==> config.mk <==
export PLATFORM = sky130hd
export DESIGN_NAME = fire_hotspot_line_generator
export DESIGN_NICKNAME = d
export VERILOG_FILES = /design/src/fhl_pkg.sv /design/src/fhl_ram.sv /design/src/fhl_alu.sv /design/src/fire_hotspot_line_generator.sv
export SDC_FILE = /design/constraint.sdc
export NUM_CORES = 1
export LEC_CHECK = 0
export BUFFER_PORTS_ARGS = -buffer_cell sky130_fd_sc_hd__buf_2
export CAP_MARGIN = 5
export CORE_MARGIN = 4
export CORE_UTILIZATION = 35
export DETAILED_ROUTE_END_ITERATION = 8
export PLACE_DENSITY_LB_ADDON = 0.2
export SETUP_SLACK_MARGIN = 0.2
export SYNTH_ARGS = -nofsm -noshare
export SYNTH_HDL_FRONTEND = slang
export SYNTH_SLANG_ARGS = --single-unit
==> constraint.sdc <==
create_clock -name clk -period 10.17 [get_ports clk]
set_input_delay 0 -clock clk [delete_from_list [all_inputs] [get_ports clk]]
set_output_delay 0 -clock clk [all_outputs]
set_load 0.005 [all_outputs]
==> src/fhl_pkg.sv <==
// ---------------------------------------------------------------------------
// fhl_pkg
// constants, codes and types of the fire hotspot line generator
// ---------------------------------------------------------------------------
package fhl_pkg;

  localparam int HOTSPOTS   = 48;
  localparam int POS_W      = 10;
  localparam int CAP_W      = 8;
  localparam int IN_IDX_W   = 8;
  localparam int MODE_W     = 2;
  localparam int STEP_W     = 3;
  localparam int CFG_IDX_W  = 1;

  localparam int HEAT_REACH        = 20;
  localparam int STEP_BIAS         = 3;
  localparam int LINE_WIDTH_RST    = 320;
  localparam int INTENSITY_CAP_RST = 192;

  localparam int IDX_W     = (HOTSPOTS > 1) ? $clog2(HOTSPOTS) : 1;
  localparam int CNT_W     = $clog2(HOTSPOTS + 1);
  localparam int HEAT_W    = $clog2(HEAT_REACH + 1);
  localparam int ACC_RAW_W = $clog2(HOTSPOTS * HEAT_REACH + 1);
  localparam int ACC_W     = (ACC_RAW_W > CAP_W) ? ACC_RAW_W : CAP_W;
  localparam int ALU_W     = ((ACC_W > POS_W + 1) ? ACC_W : POS_W + 1) + 1;

  localparam logic [IN_IDX_W:0] HOTSPOTS_L = (IN_IDX_W + 1)'(HOTSPOTS);

  typedef enum logic [MODE_W-1:0] {
    MODE_LOAD   = 2'd0,
    MODE_MOVE   = 2'd1,
    MODE_RENDER = 2'd2,
    MODE_NONE   = 2'd3
  } mode_t;

  localparam logic [CFG_IDX_W-1:0] REG_LINE_WIDTH    = 1'b0;
  localparam logic [CFG_IDX_W-1:0] REG_INTENSITY_CAP = 1'b1;

  typedef enum logic [1:0] {
    ALU_ADD,
    ALU_SUB,
    ALU_HEAT
  } alu_op_t;

  typedef struct packed {
    alu_op_t          op;
    logic [POS_W-1:0] spot;
    logic [POS_W-1:0] col;
  } alu_ctl_t;

endpackage

==> src/fhl_ram.sv <==
// ---------------------------------------------------------------------------
// fhl_ram
// generic single-write, single-read ram with registered read data
// ---------------------------------------------------------------------------
module fhl_ram #(
  parameter int WIDTH = 10,
  parameter int DEPTH = 48,
  localparam int AW = (DEPTH > 1) ? $clog2(DEPTH) : 1
) (
  input  logic             clk,
  input  logic             we,
  input  logic [AW-1:0]    waddr,
  input  logic [WIDTH-1:0] wdata,
  input  logic [AW-1:0]    raddr,
  output logic [WIDTH-1:0] rdata
);

  logic [WIDTH-1:0] mem [DEPTH];

  always_ff @(posedge clk) begin
    if (we) begin
      mem[waddr] <= wdata;
    end
    rdata <= mem[raddr];
  end

endmodule

==> src/fhl_alu.sv <==
// ---------------------------------------------------------------------------
// fhl_alu
// shared adder: plain add or subtract, or add of one hotspot's heat at a column
// ---------------------------------------------------------------------------
module fhl_alu import fhl_pkg::*; (
  input  alu_ctl_t                ctl,
  input  logic signed [ALU_W-1:0] a,
  input  logic signed [ALU_W-1:0] b,
  output logic signed [ALU_W-1:0] y
);

  logic [POS_W-1:0]  gap;
  logic [HEAT_W-1:0] heat;

  always_comb begin
    gap  = (ctl.spot > ctl.col) ? ctl.spot - ctl.col : ctl.col - ctl.spot;
    heat = (gap < POS_W'(HEAT_REACH)) ? HEAT_W'(POS_W'(HEAT_REACH) - gap) : '0;
    case (ctl.op)
      ALU_ADD:  y = a + b;
      ALU_SUB:  y = a - b;
      ALU_HEAT: y = a + $signed(ALU_W'(heat));
      default:  y = a;
    endcase
  end

endmodule

==> src/fire_hotspot_line_generator.sv <==
// ---------------------------------------------------------------------------
// fire_hotspot_line_generator
// hotspot table of a fire effect's bottom line: load, move and render
// ---------------------------------------------------------------------------
// A transaction is taken when start is high and busy is low; its result is
// shown for one cycle with done high and cannot be held off. Load, mode 3,
// clipped render columns and out-of-range hotspot requests give done on the
// next cycle and leave busy low.
// A move adds its step to the stored position and then wraps the sum into the
// line (one wrap step at most for line widths of 4 and above, up to four for
// narrower lines). A render reads the hotspot table, which sits in one ram
// with a single read port, and every stored position passes once through the
// one shared adder. Configuration writes take effect at once and belong in
// idle time.
// ---------------------------------------------------------------------------
module fire_hotspot_line_generator import fhl_pkg::*; (
  input  logic                 clk,
  input  logic                 rst,
  input  logic                 start,
  output logic                 busy,
  input  logic [MODE_W-1:0]    mode,
  input  logic [IN_IDX_W-1:0]  hotspot_index,
  input  logic [POS_W-1:0]     value,
  input  logic [POS_W-1:0]     column,
  input  logic                 cfg_we,
  input  logic [CFG_IDX_W-1:0] cfg_index,
  input  logic [POS_W-1:0]     cfg_data,
  output logic                 done,
  output logic [CAP_W-1:0]     intensity,
  output logic [POS_W-1:0]     position
);

  typedef enum logic [1:0] {
    S_IDLE,
    S_MOVE_ADD,
    S_WRAP,
    S_RENDER
  } state_t;

  state_t                  state;
  logic [POS_W-1:0]        line_width;
  logic [CAP_W-1:0]        intensity_cap;
  logic [HOTSPOTS-1:0]     vld;
  logic [IDX_W-1:0]        idx;
  logic [IDX_W-1:0]        rd_idx;
  logic [STEP_W-1:0]       step;
  logic [POS_W-1:0]        col;
  logic signed [ALU_W-1:0] p;
  logic [ACC_W-1:0]        acc;
  logic [CNT_W-1:0]        cnt;

  logic [POS_W-1:0]        w;
  logic [POS_W-1:0]        w_max;
  logic                    in_range;
  logic [POS_W-1:0]        load_pos;
  logic [POS_W-1:0]        spot;
  logic [POS_W-1:0]        cur_sat;
  logic signed [STEP_W:0]  step_adj;
  logic                    wrap_lo;
  logic                    wrap_hi;
  logic [ACC_W-1:0]        acc_sum;
  logic [CAP_W-1:0]        heat_capped;

  logic                    ram_we;
  logic [IDX_W-1:0]        ram_waddr;
  logic [POS_W-1:0]        ram_wdata;
  logic [IDX_W-1:0]        ram_raddr;
  logic [POS_W-1:0]        ram_rdata;

  alu_ctl_t                alu_ctl;
  logic signed [ALU_W-1:0] alu_a;
  logic signed [ALU_W-1:0] alu_b;
  logic signed [ALU_W-1:0] alu_y;

  assign busy = (state != S_IDLE);

  always_comb begin
    w        = (line_width == '0) ? POS_W'(1) : line_width;
    w_max    = w - POS_W'(1);
    in_range = ({1'b0, hotspot_index} < HOTSPOTS_L);
    load_pos = (value > w_max) ? w_max : value;
    spot     = vld[rd_idx] ? ram_rdata : '0;
    cur_sat  = (spot > w_max) ? w_max : spot;
    step_adj = $signed({1'b0, step}) - $signed((STEP_W + 1)'(STEP_BIAS));
    wrap_lo  = p[ALU_W-1];
    wrap_hi  = !wrap_lo && (p >= $signed(ALU_W'(w)));

    // ram ports
    ram_we    = 1'b0;
    ram_waddr = hotspot_index[IDX_W-1:0];
    ram_wdata = load_pos;
    ram_raddr = '0;
    case (state)
      S_IDLE: begin
        if (start && in_range && (mode == MODE_LOAD)) begin
          ram_we = 1'b1;
        end
        if (in_range && (mode == MODE_MOVE)) begin
          ram_raddr = hotspot_index[IDX_W-1:0];
        end
      end
      S_WRAP: begin
        ram_waddr = idx;
        ram_wdata = POS_W'(p);
        ram_we    = !wrap_lo && !wrap_hi;
      end
      S_RENDER: begin
        if (cnt < CNT_W'(HOTSPOTS)) begin
          ram_raddr = cnt[IDX_W-1:0];
        end
      end
      default: begin
      end
    endcase

    // shared adder operands
    alu_ctl.op   = ALU_ADD;
    alu_ctl.spot = spot;
    alu_ctl.col  = col;
    alu_a        = p;
    alu_b        = '0;
    case (state)
      S_MOVE_ADD: begin
        alu_a = $signed(ALU_W'(cur_sat));
        alu_b = ALU_W'(step_adj);
      end
      S_WRAP: begin
        alu_ctl.op = wrap_lo ? ALU_ADD : ALU_SUB;
        alu_b      = $signed(ALU_W'(w));
      end
      S_RENDER: begin
        alu_ctl.op = ALU_HEAT;
        alu_a      = $signed(ALU_W'(acc));
      end
      default: begin
      end
    endcase

    acc_sum     = ACC_W'(alu_y);
    heat_capped = (acc_sum > ACC_W'(intensity_cap)) ? intensity_cap : CAP_W'(acc_sum);
  end

  fhl_ram #(
    .WIDTH (POS_W),
    .DEPTH (HOTSPOTS)
  ) u_ram (
    .clk   (clk),
    .we    (ram_we),
    .waddr (ram_waddr),
    .wdata (ram_wdata),
    .raddr (ram_raddr),
    .rdata (ram_rdata)
  );

  fhl_alu u_alu (
    .ctl (alu_ctl),
    .a   (alu_a),
    .b   (alu_b),
    .y   (alu_y)
  );

  always_ff @(posedge clk) begin
    if (rst) begin
      state         <= S_IDLE;
      vld           <= '0;
      done          <= 1'b0;
      line_width    <= POS_W'(LINE_WIDTH_RST);
      intensity_cap <= CAP_W'(INTENSITY_CAP_RST);
    end else begin
      done <= 1'b0;

      if (cfg_we) begin
        case (cfg_index)
          REG_LINE_WIDTH:    line_width    <= cfg_data;
          REG_INTENSITY_CAP: intensity_cap <= cfg_data[CAP_W-1:0];
          default: begin
          end
        endcase
      end

      case (state)
        S_IDLE: begin
          if (start) begin
            intensity <= '0;
            position  <= '0;
            case (mode_t'(mode))
              MODE_LOAD: begin
                done <= 1'b1;
                if (in_range) begin
                  position                        <= load_pos;
                  vld[hotspot_index[IDX_W-1:0]]   <= 1'b1;
                end
              end
              MODE_MOVE: begin
                if (in_range) begin
                  idx    <= hotspot_index[IDX_W-1:0];
                  rd_idx <= hotspot_index[IDX_W-1:0];
                  step   <= value[STEP_W-1:0];
                  state  <= S_MOVE_ADD;
                end else begin
                  done <= 1'b1;
                end
              end
              MODE_RENDER: begin
                if (column < w) begin
                  col    <= column;
                  acc    <= '0;
                  cnt    <= CNT_W'(1);
                  rd_idx <= '0;
                  state  <= S_RENDER;
                end else begin
                  done <= 1'b1;
                end
              end
              default: done <= 1'b1;
            endcase
          end
        end
        S_MOVE_ADD: begin
          p     <= alu_y;
          state <= S_WRAP;
        end
        S_WRAP: begin
          if (wrap_lo || wrap_hi) begin
            p <= alu_y;
          end else begin
            vld[idx] <= 1'b1;
            position <= POS_W'(p);
            done     <= 1'b1;
            state    <= S_IDLE;
          end
        end
        S_RENDER: begin
          acc    <= acc_sum;
          rd_idx <= ram_raddr;
          cnt    <= cnt + CNT_W'(1);
          if (cnt == CNT_W'(HOTSPOTS)) begin
            intensity <= heat_capped;
            done      <= 1'b1;
            state     <= S_IDLE;
          end
        end
        default: state <= S_IDLE;
      endcase
    end
  end

endmodule

==> summary.md <==
| Metric | Value |
|---|---|
| CTS tree | done |
| Number of H-tree levels | 3 |
| Router iterations before antenna repair | 5 |
| Worst hold path depth | 3 |
| Via density | roughly 5.6 |
| DRC | 0 |
| Max Clock Skew | 0.0221 ns |
| Mean Syn Cell Area | roughly 12 um2 |
| Synth top area share | 0.563 |
| Ys Warns | 0 |
| I/O Pins | 65 |
| Placeable Area | approximately 0.083 mm2 |
| Worst path slowest cell | edfxtp_1 |
| Initial Util | 0.352 |
| Area grow syn2layout | 15.1% |
| Clock Sinks | 630 |
| Fmax achieved | 110 MHz |
| Vias in the first global route | 20433 |
| Filler instances | roughly 8000 |
| Cts repair resizes | 0 |
| Root Driver | clkbuf_16 |
| Antenna cell count | 0 |
| Crit end category | register |
| CP Launch Point | rd_idx[0] |
| Hold Crit Start | value[4] |
| Wire length per cell | 22.9 um |
| Flop and latch count out of synthesis | 630 |
| Final Cell Area | ~0.034 mm2 |
| Crit share post-route | 0.894 |
| Port bufs | 64 |
| Number of enable flip-flop cells after synthesis | 551 |
| Row count | 106 |
| Fin. max-slew vios | 0 |
| Wire length on met2 | 39.4 mm |
| Worst path most repeated cell | a21oi_1 |
| Max_slew headroom | 0.193 |
| Reg2Reg Setup Slack | 1.07 ns |
| DIE WIDTH | 298 um |
| Setup TNS | 0 ns |
| Final #Nets | about 2700 |
| Area leader, netlist | edfxtp_1 |
| Top cells by area, synth | edfxtp_1, dfxtp_1, nand2_1, ha_1, o221ai_1 |
| Area of the die | 0.0887 mm2 |
| Total CTS buffers | 72 |
| CP max stage delay | just under 0.7 ns |
| Top FF cell, synth | edfxtp_1 |
| Final Hold Viols | 0 |
| Highest routed metal layer | met4 |
| Hold Crit Class | in -> reg |
| CTS Buffer Depth | 3 |
| GRT Util Overall | 0.188 |
| Fin crit period | 9.10 ns |
| Antenna violations before repair | 0 |
| GR Overflow Total | 0 |
| Fraction of layout cells with a size suffix above 1 | 0.102 |
| Max-cap violations | 0 |
| Met3 Routed Length | 5.07 mm |
| Unique masters post-synth | 75 |
| Pin count of the biggest net entering global routing | 170 |
| Synthesized Nets | 2677 |
| Arr. time, crit path | 9.45 ns |
| Mapped cell area | around 0.03 mm2 |
| Reg2reg end | intensity[3] |
| Worst path required time | between 10 and 15 ns |
| Worst-Skew Late Latency | 0.64 ns |
| RSZ-0062 raised after global routing | no |
| Post-Synthesis Cells | 2541 |
| Outcome | finished clean |
| Pwr Density | 213 mW/mm2 |
| Die H | between 200 and 300 um |
| Initial drt markers | 1773 |
| Worst setup SP type | register |
| First-pass GRT wire length | between 100 and 150 mm |
| Final setup viols | 0 |
| DR vias | 21107 |
| Clock slew at reported path FFs | 0.06 ns |
| Sequential area share after synthesis | 0.616 |
| Placed instance area | 0.0309 mm2 |
| Critical Setup Path Class | reg -> reg |
| P_leak | 11.6 nW |
| Max Fanout on Critical Path | 11 |
| Critical Path End | intensity[3] |
| Post-Route WL | 85.8 mm |
| Ys async rst share | 0 |
| Reg2reg path depth | 34 |
| RD Place Congestion | roughly 0.9 |
| Worst-Margin Slew | approximately 1.2 ns |
| Post-route ant nets | 0 |
| VDD IR max | 0.000144 V |
| Reg2reg start | rd_idx[0] |
| M1 WL | 39.1 mm |
| DP Wirelength | 53.7 mm |
## kinds of logic after synthesis
family                     share of synthesized area
DFF                                            0.616
muxes                                         0.0237
and+or+nand+nor                                0.108
adders and majority gates                     0.0393
xor gates and xnor gates                      0.0105
buffers and inverters                         0.0405
AOI/OAI and AO/OA                              0.161
## metal layers
layer  track usage  vias up
met5             0        -
met4        0.0552        0
met3        0.0345      135
met2         0.296      644
met1         0.266    10554
li1              -     9774
## synth_stat cells (4+ instances only)
library cell  count
nand2_1         376
clkbuf_1        157
o221ai_1        116
a311oi_1         31
mux4_2            7
nor2b_1          11
inv_1           136
a22oi_1          21
mux2_2           14
edfxtp_1        551
a221o_1           4
o31ai_1           4
xnor2_1          22
nor3_1           19
xor2_1           10
o2111ai_1        43
nor2_1          141
o311ai_0         17
a211o_1           4
or2_2             4
ha_1             90
nand2b_1         12
a22o_1            4
a21o_1           16
nand4_1          11
mux2i_1          37
o211ai_1         43
a211oi_1         21
and2_1            9
a31oi_1          30
o22ai_1          16
o21a_1           20
a21oi_1         192
nand3_1         122
and3_1           14
o21ai_0          61
dfxtp_1          79
buf_1            12
a31o_2            5
o21bai_1         10
## cell usage in the layout, fill, tap and decap left out, types with 18 or more instances in the layout
master         count
a211oi_1          20
a21oi_1          192
a22oi_1           20
a311oi_1          30
a31oi_1           30
buf_2             64
buf_4             50
clkbuf_16         76
dfxtp_1           79
dlygate4sd3_1     51
edfxtp_1         551
ha_1              89
inv_1            136
mux2i_1           37
nand2_1          376
nand3_1          122
nor2_1           137
nor3_1            18
o2111ai_1         43
o211ai_1          43
o21a_1            20
o21ai_0           61
o221ai_1         116
xnor2_1           22
## sequential cells by signal, indices dropped and copies added (netlist names)
signal	count
acc	10
cnt	6
col	10
done	1
idx	6
intensity	8
intensity_cap	8
line_width	10
p	12
position	10
rd_idx	6
state	2
step	3
u_ram.mem	480
u_ram.rdata	10
vld	48
## final cells by class
type | count | area, um2 | share of cell area
Tap cell | 1080 | 1350 | 0.0399
Multi-Input combinational cell | 1601 | 10200 | 0.303
Sequential cell | 630 | 18100 | 0.536
Timing Repair Buffer | 166 | 1230 | 0.0362
Inverter | 136 | 510 | 0.0151
Clock buffer | 93 | 1990 | 0.0587
Clock inverter | 39 | 397 | 0.0117
## power by group
part / switching (mW) / internal (mW) / leakage (nW)
logic: 1.02 / 0.437 / 4.78
clock network: 1.07 / 1.54 / 1.16
registers: 0.0640 / 3.06 / 5.62
## critical path, delay by kind of cell (launching register included)
family                   cells  cell delay [ns]
flip-flops                   1             0.68
adder cells (fa/ha/maj)      3             1.09
XOR/XNOR                     2             0.19
multiplexers                 3             1.16
AO/OA/AOI/OAI               20             4.33
buffers and inverters        3             0.53
AND/OR/NAND/NOR              3             0.82
## through the flow
stage          utilization  hold slack [ns]  total power [mW]  setup WS (ns)  std cells
6_report             0.406           0.0580              7.19           1.07       3745
5_1_grt              0.406           0.0226              7.50          0.319       3745
4_1_cts              0.405           0.0348              7.25          0.691       3742
3_5_place_dp         0.371            0.211              4.61          0.751       3559
3_3_place_gp         0.371            0.206              4.58          0.912       3559
2_1_floorplan            -           0.0989              4.09           2.31       2541
## how the worst min path moves through the flow
stage	end	slack (ns)
after floorplan	col[0]	0.1
after global placement	col[1]	0.21
final	position[4]	0.06
after CTS	position[4]	0.03
after global routing	position[4]	0.02
after detailed placement	col[1]	0.21
## timing repair
| action | 4_1_cts | 5_1_grt |
|---|---|---|
| setup endpoints to repair | 0 | 8 |
| buffers inserted | 0 | 3 |
| endpoints found under the hold margin | 54 | 0 |
| hold buffers | 51 | 0 |
(Power assumes the default switching activity.)
